<file path="src/rtl/core/lpp_pkg.sv">
// ----------------------------------------------------------------------------
// lpp_pkg
// Types, constants and width helpers for the lidar point projection block.
// ----------------------------------------------------------------------------
`default_nettype none

package lpp_pkg;

	localparam int POINT_WIDTH_DEF = 24;
	localparam int PIXEL_WIDTH_DEF = 20;
	localparam int COEF_W          = 32;
	localparam int ROWS            = 3;
	localparam int COLS            = 4;
	localparam int FRAC_SHIFT      = 8;   // Q.24 product back to Q.16
	localparam int SUB_PIX         = 4;   // Q16.4 output
	localparam int DEPTH_W         = 24;
	localparam int EXT_W           = 32;
	localparam int DIM_W           = 16;
	localparam int CFG_IDX_W       = 3;
	localparam int CFG_DATA_W      = 64;
	localparam int MIN_QB          = 21;  // covers width*16 with a 16-bit width
	localparam logic [DEPTH_W-1:0] MIN_DEPTH_RESET = 24'd512;

	typedef logic [ROWS-1:0][COLS-1:0][COEF_W-1:0] coef_mat_t;

	typedef enum logic [CFG_IDX_W-1:0] {
		CFG_R0_C01  = 3'd0,
		CFG_R0_C23  = 3'd1,
		CFG_R1_C01  = 3'd2,
		CFG_R1_C23  = 3'd3,
		CFG_R2_C01  = 3'd4,
		CFG_R2_C23  = 3'd5,
		CFG_EXTENT  = 3'd6,
		CFG_MIN_DEP = 3'd7
	} cfg_idx_t;

	// accumulator width of one row sum
	function automatic int acc_width(input int pw);
		return COEF_W + pw - FRAC_SHIFT + 2;
	endfunction

	// quotient magnitude bits kept by the divider
	function automatic int quo_width(input int pixw);
		return (pixw > MIN_QB) ? pixw : MIN_QB;
	endfunction

endpackage

`default_nettype wire

</file>
<file path="src/rtl/core/lpp_back.sv">
// ----------------------------------------------------------------------------
// lpp_back
// Floor correction, saturation and image bounds test into the output register.
// ----------------------------------------------------------------------------
`default_nettype none

module lpp_back #(
	parameter int PIXEL_WIDTH = lpp_pkg::PIXEL_WIDTH_DEF
) (
	input  wire logic                                       clk,
	input  wire logic                                       arst_n,
	input  wire logic                                       in_valid,
	output logic                                            in_ready,
	input  wire logic [lpp_pkg::quo_width(PIXEL_WIDTH)-1:0] in_qu,
	input  wire logic [lpp_pkg::quo_width(PIXEL_WIDTH)-1:0] in_qv,
	input  wire logic                                       in_rnz_u,
	input  wire logic                                       in_rnz_v,
	input  wire logic                                       in_ovf_u,
	input  wire logic                                       in_ovf_v,
	input  wire logic                                       in_neg_u,
	input  wire logic                                       in_neg_v,
	input  wire logic [lpp_pkg::DEPTH_W-1:0]                in_depth,
	input  wire logic [lpp_pkg::EXT_W-1:0]                  extent,
	output logic                                            out_valid,
	input  wire logic                                       out_ready,
	output logic signed [PIXEL_WIDTH-1:0]                   out_u,
	output logic signed [PIXEL_WIDTH-1:0]                   out_v,
	output logic [lpp_pkg::DEPTH_W-1:0]                     out_depth,
	output logic                                            out_in_view
);

	localparam int QB = lpp_pkg::quo_width(PIXEL_WIDTH);
	localparam int QS = QB + 1;
	localparam logic signed [QS-1:0] HI = {{(QS-PIXEL_WIDTH+1){1'b0}}, {(PIXEL_WIDTH-1){1'b1}}};
	localparam logic signed [QS-1:0] LO = {{(QS-PIXEL_WIDTH+1){1'b1}}, {(PIXEL_WIDTH-1){1'b0}}};

	logic                        en;
	logic                        v_q;
	logic signed [QS-1:0]        qu_d, qv_d;
	logic [QS-1:0]               w16, h16;

	// signed floor quotient from magnitude, sign and remainder
	function automatic logic signed [QS-1:0] floor_q(input logic [QB-1:0] q,
		input logic neg, input logic rnz);
		logic signed [QS-1:0] mag;
		mag = $signed({1'b0, q});
		if (neg) return -mag - QS'(rnz);
		return mag;
	endfunction

	function automatic logic [PIXEL_WIDTH-1:0] sat_q(input logic signed [QS-1:0] q,
		input logic ovf, input logic neg);
		logic signed [QS-1:0] s;
		if (ovf)          s = neg ? LO : HI;
		else if (q > HI)  s = HI;
		else if (q < LO)  s = LO;
		else              s = q;
		return s[PIXEL_WIDTH-1:0];
	endfunction

	assign qu_d = floor_q(in_qu, in_neg_u, in_rnz_u);
	assign qv_d = floor_q(in_qv, in_neg_v, in_rnz_v);
	assign w16  = QS'({extent[lpp_pkg::EXT_W-1:lpp_pkg::DIM_W], {lpp_pkg::SUB_PIX{1'b0}}});
	assign h16  = QS'({extent[lpp_pkg::DIM_W-1:0], {lpp_pkg::SUB_PIX{1'b0}}});

	assign en       = !v_q || out_ready;
	assign in_ready = en;

	always_ff @(posedge clk or negedge arst_n) begin
		if (!arst_n) begin
			v_q <= 1'b0;
		end else if (en) begin
			v_q <= in_valid;
		end
	end

	always_ff @(posedge clk) begin
		if (en) begin
			out_u       <= sat_q(qu_d, in_ovf_u, in_neg_u);
			out_v       <= sat_q(qv_d, in_ovf_v, in_neg_v);
			out_depth   <= in_depth;
			// an overflowed quotient is far beyond any 16-bit image extent
			out_in_view <= !in_ovf_u && !in_ovf_v && !qu_d[QS-1] && !qv_d[QS-1]
				&& (qu_d < w16) && (qv_d < h16);
		end
	end

	assign out_valid = v_q;

endmodule

`default_nettype wire

</file>
<file path="config.mk">
export PLATFORM = sky130hd
export DESIGN_NAME = lpp_back
export DESIGN_NICKNAME = d
export VERILOG_FILES = /design/src/rtl/core/lpp_pkg.sv /design/src/rtl/core/lpp_back.sv
export SDC_FILE = /design/constraint.sdc
export NUM_CORES = 1
export LEC_CHECK = 0
export ABC_AREA = 1
export BUFFER_PORTS_ARGS = -buffer_cell sky130_fd_sc_hd__buf_2
export CAP_MARGIN = 40
export CORE_AREA = 2 2 151 153
export DETAILED_ROUTE_END_ITERATION = 12
export DIE_AREA = 0 0 153 155
export GPL_TIMING_DRIVEN = 0
export HOLD_SLACK_MARGIN = 0.03
export SLEW_MARGIN = 40
export SYNTH_ARGS = -nofsm -noshare
export SYNTH_HDL_FRONTEND = slang
export SYNTH_SLANG_ARGS = --single-unit
export TNS_END_PERCENT = 50
</file>
<file path="constraint.sdc">
create_clock -name clk -period 2.1 [get_ports clk]
set_clock_uncertainty 0.05 [all_clocks]
set_input_delay 0.21 -clock clk [delete_from_list [all_inputs] [get_ports clk]]
set_output_delay 0.21 -clock clk [all_outputs]
set_load 0.05 [all_outputs]
</file>
==> summary.md, run 1 <==
| Metric | Value |
|---|---|
| Largest delay share family, worst path | simple AND/OR/NAND/NOR gates |
| Worst Path Buf+Inv | 4 |
| Final Total Pwr | between 5 and 6 mW |
| Chip Width | around 150 um |
| Leakage | roughly 4.5 nW |
| Detailed-route wire length | 19,800 um |
| Final layout net count | roughly 1,300 |
| Final period util | 131% |
| Initial cell density of the core | between 20 and 30% |
| Primary FF master, synth | sky130_fd_sc_hd__edfxtp_1 |
| Die Footprint | 0.0237 mm^2 |
| Switching part of the total | a little under 40% |
| Number of warnings issued by yosys | 0 |
| Endpoint of the worst setup timing path | out_in_view |
| Fraction of power consumed by sequential logic | between 20% and 30% |
| Mapped cell area | approximately 0.0065 mm^2 |
| Net count after synthesis | 1,072 |
| Mean routed wirelength per cell | around 14 um |
| Async set-reset flop share out of synthesis | under 10% |
| Overflow left after global routing | 0 |
| NetSw | 2.28 mW |
| Iteration-0 DRC Markers | about 260 |
| Number of global-route vias before repair | approximately 6,400 |
| Top cell type by total area after synthesis | sky130_fd_sc_hd__edfxtp_1 |
| Proportion of synthesized chip area in sequential cells | between 30 and 40% |
| Setup crit start | in_qu[0] |
| Result of the run | finished, violations left |
| Violations in the final reports | setup timing |
| Class of the tightest hold or removal check | in -> async |
| Core Util, Final | a little over two fifths |
| Layout cell share with drive strength beyond 1 | around two fifths |
| Total number of vias | between 6,000 and 7,000 |
| Number of cells on the worst reg-to-reg path | 1 |
| Worst slack at placement | -1.32 ns |
| Endpoint class of the critical path | flip-flop |
| Number of flops mapped to enable cells by yosys | 65 |
| Unique masters post-synth | between 40 and 50 |
| Reported max-cap violation count | 0 |
| Placer Congestion | between 0.9 and 1 |
| Clock Root Buffer | sky130_fd_sc_hd__clkbuf_16 |
| Pin count of the biggest net entering global routing | a little under 70 |
| Wire length of the first global-routing pass | between 30,000 and 40,000 um |
| Total of buffers placed on input and output ports | approximately 170 |
| Number of buffers created by CTS | 9 |
| Count of clock tree sinks | 66 |
| Half-perimeter wire length after placement | around 16,000 um |
| Cell area after placement | between 0.007 and 0.008 mm^2 |
| Antenna violations before repair | 3 |
| Setup WS post-layout | -0.645 ns |
| Summed area of non-filler cells in the final layout | about 0.0096 mm^2 |
| FF+latch count, synth | 66 |
| Synthesized area divided by synthesized cell count | ~7.4 um^2 |
| Growth of design area from synthesis to finish | 46.6% |
| Post-synthesis cell count | around 900 |
| Max-slew headroom | a little under half |
| Data arrival, critical path | roughly 2.8 ns |
| Core area | approximately 0.022 mm^2 |
| Setup repair after global routing missed its margin | yes |
| # H-tree levels | 3 |
| Clock-pin slew of the registers on the worst-case setup and hold paths | about 0.060 ns |
| Drt pass-1 iters | 5 |
| Data required time at the worst endpoint | about 2.1 ns |
| Combinational share of power | 44.6% |
| CTS tree | built |
| Vias per cell | 4.71 |
| Time the final worst path needs with I/O delays and setup | approximately 2.7 ns |
| Aggregate global-route resource usage | between 10% and 20% |
| Leading post-synthesis cells by cell area | sky130_fd_sc_hd__edfxtp_1 (30%), sky130_fd_sc_hd__ha_1 (14%), sky130_fd_sc_hd__nand2_1 (14%), sky130_fd_sc_hd__inv_1 (7.6%), sky130_fd_sc_hd__a21oi_1 (5.2%) |
| Share of power burned in the clock network | 27.7% |
| Pint | about 3.6 mW |
| Register-to-register setup slack | 0.79 ns |
| Achievable clock frequency | 364 MHz |
| Sort of element at the start of the critical path | input pin |
| Total count of max-transition violations in the final report | 0 |
| Clock network latency to the later pin of the worst-skew pair | approximately 0.33 ns |
| Deepest clock path buffer count | 2 |
| Stages on the worst setup path | 25 |
| Die extent in y | ~160 um |
| Startpoint of the worst register-to-register path | out_valid |
| Least-Margin Pin Slew | 0.793 ns |
| DRC violation count after routing | 0 |
| Io pins | 175 |
| Endpoints failing setup | 23 |
| Critical path's slowest cell | sky130_fd_sc_hd__ha_4 |
| Peak supply drop | about 0.30 mV |
| Area fraction of the dominant cell type after synthesis | between 20% and 30% |
| Number of antenna-violating nets in the routed design | 0 |
| Biggest cell delay along the critical path | 0.27 ns |
| Critical path start-end classification | in -> reg |
| Power Density | between 600 and 700 mW/mm^2 |
| Worst reg2reg path endpoint | out_u[10] |
| Most numerous cell on the critical path | sky130_fd_sc_hd__nand2_1 |
| Number of placement rows | 55 |
| Final Hold Fails | 0 |
| Max FO, Critical Path | 3 |
-- per-stage QoR --
step                      instances  hold slack [ns]  TNS (ns)
final                          1422            0.155     -3.42
after global routing           1422            0.131     -8.15
after CTS                      1416            0.142     -3.40
after detailed placement       1347          -0.0643    -20.69
after global placement         1347          -0.0599    -19.65
after floorplan                 889           -0.136     -2.66
-- kinds of logic (layout without fill, tap and decap cells) --
family	Yosys count	in the layout	share of synthesized area, %
AO/OA/AOI/OAI	154	154	14.3
XOR/XNOR	18	18	2.41
adder cells (fa/ha/maj)	75	75	14.3
buffers and inverters	161	407	10.2
flip-flops	66	66	30.2
other	0	2	0
AND/OR/NAND/NOR	415	415	28.6
-- state kept, by name, summed over array words and instances (netlist names) --
signal,flops
out_u,20
out_in_view,1
out_v,20
out_valid,1
out_depth,24
-- area by class of cell --
cell class	instances	area (um^2)
Sequential cell	66	1980
Clock inverter	7	100
Inverter	144	576
Buffer	15	111
Clock buffer	9	225
Timing Repair Buffer	232	1430
Antenna cell	2	5.00
Tap cell	285	357
Multi-Input combinational cell	662	4810
Fill cell	2249	12600
-- cell usage after synthesis, types with 6 or more instances --
master and number:
sky130_fd_sc_hd__nor2_1 53, sky130_fd_sc_hd__nor2_2 6, sky130_fd_sc_hd__xnor2_1 13, sky130_fd_sc_hd__a21oi_1 68
sky130_fd_sc_hd__a21oi_2 26, sky130_fd_sc_hd__edfxtp_1 65, sky130_fd_sc_hd__o21ai_1 6, sky130_fd_sc_hd__nand3_2 10
sky130_fd_sc_hd__ha_1 75, sky130_fd_sc_hd__nand4_1 7, sky130_fd_sc_hd__nand3b_1 7, sky130_fd_sc_hd__nand2_2 28
sky130_fd_sc_hd__o21ai_0 39, sky130_fd_sc_hd__nand2_1 236, sky130_fd_sc_hd__clkbuf_1 9, sky130_fd_sc_hd__inv_2 9
sky130_fd_sc_hd__nand3_1 51, sky130_fd_sc_hd__inv_1 133
-- placed cells by master (no fill, tap or decap), drive strengths merged, types with 7 or more instances in the layout --
master / count
dlygate4sd3: 26
inv: 144
nand4: 7
clkbuf: 17
nand3b: 7
nand3: 61
buf: 213
o21ai: 45
ha: 75
xnor2: 13
edfxtp: 65
a21oi: 96
nor2: 59
nand2: 266
-- routing by layer --
layer	track usage [%]	up-vias	share of wire, %
met1	21.1	3073	46
met2	28.1	176	48
li1	-	3413	-
met3	2.01	27	4.1
met4	4.67	2	1.9
met5	0	-	0.066
-- how the worst min path moves through the flow --
stage,startpoint,to,depth (start not counted)
after floorplan,arst_n,out_valid,0
after global placement,arst_n,out_valid,1
after detailed placement,arst_n,out_valid,1
after CTS,arst_n,out_valid,2
after global routing,arst_n,out_valid,2
final,arst_n,out_valid,2
-- repair_timing --
| item | in CTS | in global routing |
|---|---|---|
| gates cloned | 1 | 0 |
| pin swaps | 65 | 17 |
| hold endpoints to repair | 26 | 0 |
| setup buffers | 28 | 4 |
| hold buffers | 26 | 0 |
| setup endpoints to repair | 39 | 39 |
| resized for setup | 156 | 27 |
-- power by group through the flow --
stage	Combinational, mW	Sequential (mW)	Clock, mW
floorplan	1.18	2.09	0
global placement	2.14	1.65	0
detailed placement	2.17	1.66	0
CTS	2.55	1.63	1.69
global route	2.86	1.64	1.75
finish	2.63	1.63	1.64
No activity file was read; power rests on OpenSTA's default activity.
==> run 2: changes to the inputs <==
ABC_AREA = unset   (was 1)
BUFFER_PORTS_ARGS = -buffer_cell sky130_fd_sc_hd__clkbuf_2   (was -buffer_cell sky130_fd_sc_hd__buf_2)
CORE_AREA = 2 2 145 147   (was 2 2 151 153)
DIE_AREA = 0 0 147 149   (was 0 0 153 155)
==> run 2 against run 1 <==
Compared with the run above:
- the flow still finishes with violations (setup timing)
- largest cell class unchanged
- final cell count down 16%
- final area shrank 7.5%
- maximum frequency shrank 20%
- sequential cell count did not move
- via count decreased by 16%
- synthesized cell count fell by 26%
- total power shrank 1.4%
- area after synthesis decreased by 8.3%
- setup slack got worse by 0.69 ns
- critical path type unchanged
- sequential share of layout area grew 1.7 points
==> summary.md, run 2 <==
| Metric | Value |
|---|---|
| Peak supply drop | 0.354 mV |
| Final layout net count | 1,091 |
| Count of clock tree sinks | between 60 and 70 |
| FF+latch count, synth | 66 |
| Vias per cell | between 4 and 5 |
| Reported max-cap violation count | 0 |
| Overflow left after global routing | 0 |
| Endpoint of the worst setup timing path | out_in_view |
| Area fraction of the dominant cell type after synthesis | between 30% and 40% |
| Half-perimeter wire length after placement | 13,200 um |
| Core area | about 0.02 mm^2 |
| Total number of vias | 5,596 |
| CTS tree | built |
| Antenna violations before repair | 0 |
| Mean routed wirelength per cell | roughly 15 um |
| Number of cells on the worst reg-to-reg path | 2 |
| Data arrival, critical path | approximately 3.5 ns |
| Data required time at the worst endpoint | 2.14 ns |
| Wire length of the first global-routing pass | ~27,000 um |
| Mapped cell area | between 0.005 and 0.006 mm^2 |
| Most numerous cell on the critical path | sky130_fd_sc_hd__ha_4 |
| Worst reg2reg path endpoint | out_v[19] |
| Post-synthesis cell count | 660 |
| Worst hold slack | 0.154 ns |
| Achievable clock frequency | roughly 290 MHz |
| Violations in the final reports | setup timing |
| Die extent in y | ~150 um |
| Leakage | 4.14 nW |
| Final period util | 163% |
| Top cell type by total area after synthesis | sky130_fd_sc_hd__edfxtp_1 |
| Sort of element at the start of the critical path | input pin |
| Total of buffers placed on input and output ports | between 150 and 200 |
| Register-to-register setup slack | between 0.6 and 0.7 ns |
| Worst path cell trace | clkbuf_16 -> inv_12 -> ha_4 -> ha_4 -> a211oi_4 -> o211ai_1 -> a41o_1 -> buf_4 -> nand4_1 -> a31oi_1 -> or3_4 -> a31oi_4 -> inv_2 -> ha_4 -> nand3_4 -> nor3_4 -> a221oi_4 -> maj3_2 -> and3_4 |
| Final Hold Fails | 0 |
| Summed area of non-filler cells in the final layout | 0.00886 mm^2 |
| Iteration-0 DRC Markers | 233 |
| Layout cell share with drive strength beyond 1 | slightly below 40% |
| Most frequent standard cell in the layout excluding fill and tap cells | sky130_fd_sc_hd__clkbuf_2 |
| Endpoints failing setup | between 40 and 50 |
| Die Footprint | about 0.022 mm^2 |
| Proportion of synthesized chip area in sequential cells | roughly a third |
| Most used standard cell by instance count after synthesis | sky130_fd_sc_hd__inv_1 |
| Drt pass-1 iters | 4 |
| # H-tree levels | 3 |
| Growth of design area from synthesis to finish | 47.8% |
| Net count after synthesis | 843 |
| Aggregate global-route resource usage | around 16% |
| Number of global-route vias before repair | 5,524 |
| Number of warnings issued by yosys | 0 |
| Number of buffers created by CTS | 9 |
| Biggest cell delay along the critical path | roughly 0.42 ns |
| Async set-reset flop share out of synthesis | 1.52% |
| Least-Margin Pin Slew | about 0.63 ns |
| Primary FF master, synth | sky130_fd_sc_hd__edfxtp_1 |
| Setup repair after global routing missed its margin | yes |
| Critical path start-end classification | in -> reg |
| Pin count of the biggest net entering global routing | 38 |
| Endpoint class of the critical path | flip-flop |
| Reg with most FFs | out_depth |
| Setup TNS | -23.35 ns |
| Number of placement rows | 53 |
| Clock-pin slew of the registers on the worst-case setup and hold paths | ~0.060 ns |
| Number of flops mapped to enable cells by yosys | 65 |
| Placer Congestion | about 0.9 |
| Class of the tightest hold or removal check | in -> async |
| Largest registers | out_depth (24), out_u (20), out_v (20) |
| Result of the run | finished, violations left |
| Io pins | around 180 |
| DRC violation count after routing | 0 |
| Detailed-route wire length | 17,400 um |
| Deepest clock path buffer count | 2 |
| Chip Width | between 100 and 150 um |
| Count of filler cells inserted in the layout | 2,043 |
| Top post-synthesis cells by count | sky130_fd_sc_hd__inv_1 (117), sky130_fd_sc_hd__ha_1 (75), sky130_fd_sc_hd__edfxtp_1 (65) |
| Synthesized area divided by synthesized cell count | between 9 and 10 um^2 |
| Flip-flop count of the largest register, all copies and words added | 24 |
| Unique masters post-synth | 76 |
| Total count of max-transition violations in the final report | 0 |
| Setup crit start | in_rnz_u |
| Clock network latency to the later pin of the worst-skew pair | around 0.34 ns |
| Final Total Pwr | roughly 5.8 mW |
| Cell area after placement | 0.00736 mm^2 |
| Antenna diode instance count | 0 |
| Commonest non-fill, non-tap cells in the layout | sky130_fd_sc_hd__clkbuf_2 (166), sky130_fd_sc_hd__inv_1 (102), sky130_fd_sc_hd__edfxtp_1 (65) |
| Leading post-synthesis cells by cell area | sky130_fd_sc_hd__edfxtp_1 (33%), sky130_fd_sc_hd__ha_1 (16%), sky130_fd_sc_hd__inv_1 (7.3%), sky130_fd_sc_hd__o21ai_0 (4.2%), sky130_fd_sc_hd__nand2_1 (3.1%) |
| Power Density | 657 mW/mm^2 |
| Critical path's slowest cell | sky130_fd_sc_hd__or3_4 |
| Time the final worst path needs with I/O delays and setup | ~3.4 ns |
| Setup WS post-layout | -1.33 ns |
| Max FO, Critical Path | 4 |
| Number of antenna-violating nets in the routed design | 0 |
| Max-slew headroom | between 50% and 60% |
| Startpoint of the worst register-to-register path | out_valid |
| Initial cell density of the core | slightly below 30% |
| Clock Root Buffer | sky130_fd_sc_hd__clkbuf_16 |
## run 2: cell count changes in the layout (fill, tap and decap cells not counted), sizes merged, moves of 18 or more
cell / delta
nand2: -215
nor2: -35
a21o: +20
o21ai: +18
buf: -159
a21oi: -61
nand3: -54
mux2i: +18
inv: -26
clkbuf: +166
## run 2: how the worst min path moves through the flow
stage	end	from	slack (ns)
2_1_floorplan	out_valid	arst_n	-0.14
6_report	out_valid	arst_n	0.15
5_1_grt	out_valid	arst_n	0.14
3_5_place_dp	out_valid	arst_n	-0.06
4_1_cts	out_valid	arst_n	0.12
3_3_place_gp	out_valid	arst_n	-0.06
## run 2: stage by stage
| step | cells | util, % | worst slack (ns) |
|---|---|---|---|
| floorplan | 660 | - | -1.17 |
| global placement | 1107 | 35.7 | -1.99 |
| global route | 1188 | 43.1 | -1.45 |
| CTS | 1186 | 42.6 | -1.27 |
| detailed placement | 1108 | 35.8 | -2.01 |
| finish | 1188 | 43.1 | -1.33 |
## run 2: where the power goes
part / switching (mW) / leakage (nW) / internal [mW]
Sequential: 0.0385 / 0.646 / 1.64
Clock: 0.621 / 0.128 / 0.805
Combinational: 1.65 / 3.36 / 1.06
Total: 2.31 / 4.14 / 3.51
## run 2: layer usage
layer  vias up  part of all wire (%)  track usage [%]
li1       2847                     -                -
met5         -                     0                0
met3        19                   5.0             2.91
met1      2587                    41             18.0
met2       143                    52             29.6
met4         0                   2.0             4.33
## run 2: what timing repair did
action                     in CTS  in global routing
setup endpoints to repair      41                 41
hold endpoints to repair       26                  0
setup buffers                  36                  2
cloned                          1                  0
hold buffers                   26                  0
gates resized for setup       120                 31
pin swaps                      55                 20
## run 2: critical path: cells and delay by family
family	cells	cell delay [ns]
and+or+nand+nor	5	0.85
AOI/OAI and AO/OA	6	1.13
adders and majority gates	4	0.91
buffers and inverters	4	0.38
## run 2: cell families after synthesis
group	Yosys count	synth area share [%]
muxes	18	3.01
buffers and inverters	134	8.62
DFF	66	33.0
adders and majority gates	76	15.8
xor gates and xnor gates	33	4.82
and+or+nand+nor	140	12.0
AOI/OAI and AO/OA	193	22.7
## run 2: layout make-up
type / instances / area (um^2) / share of cell area, %
buffer: 16 / 95.1 / 1.07
timing repair buffer: 238 / 1490 / 16.8
clock inverter: 7 / 53.8 / 0.607
inverter: 117 / 459 / 5.18
tap: 275 / 344 / 3.88
sequential: 66 / 1980 / 22.3
multi-input combinational: 460 / 4220 / 47.6
clock buffer: 9 / 225 / 2.54
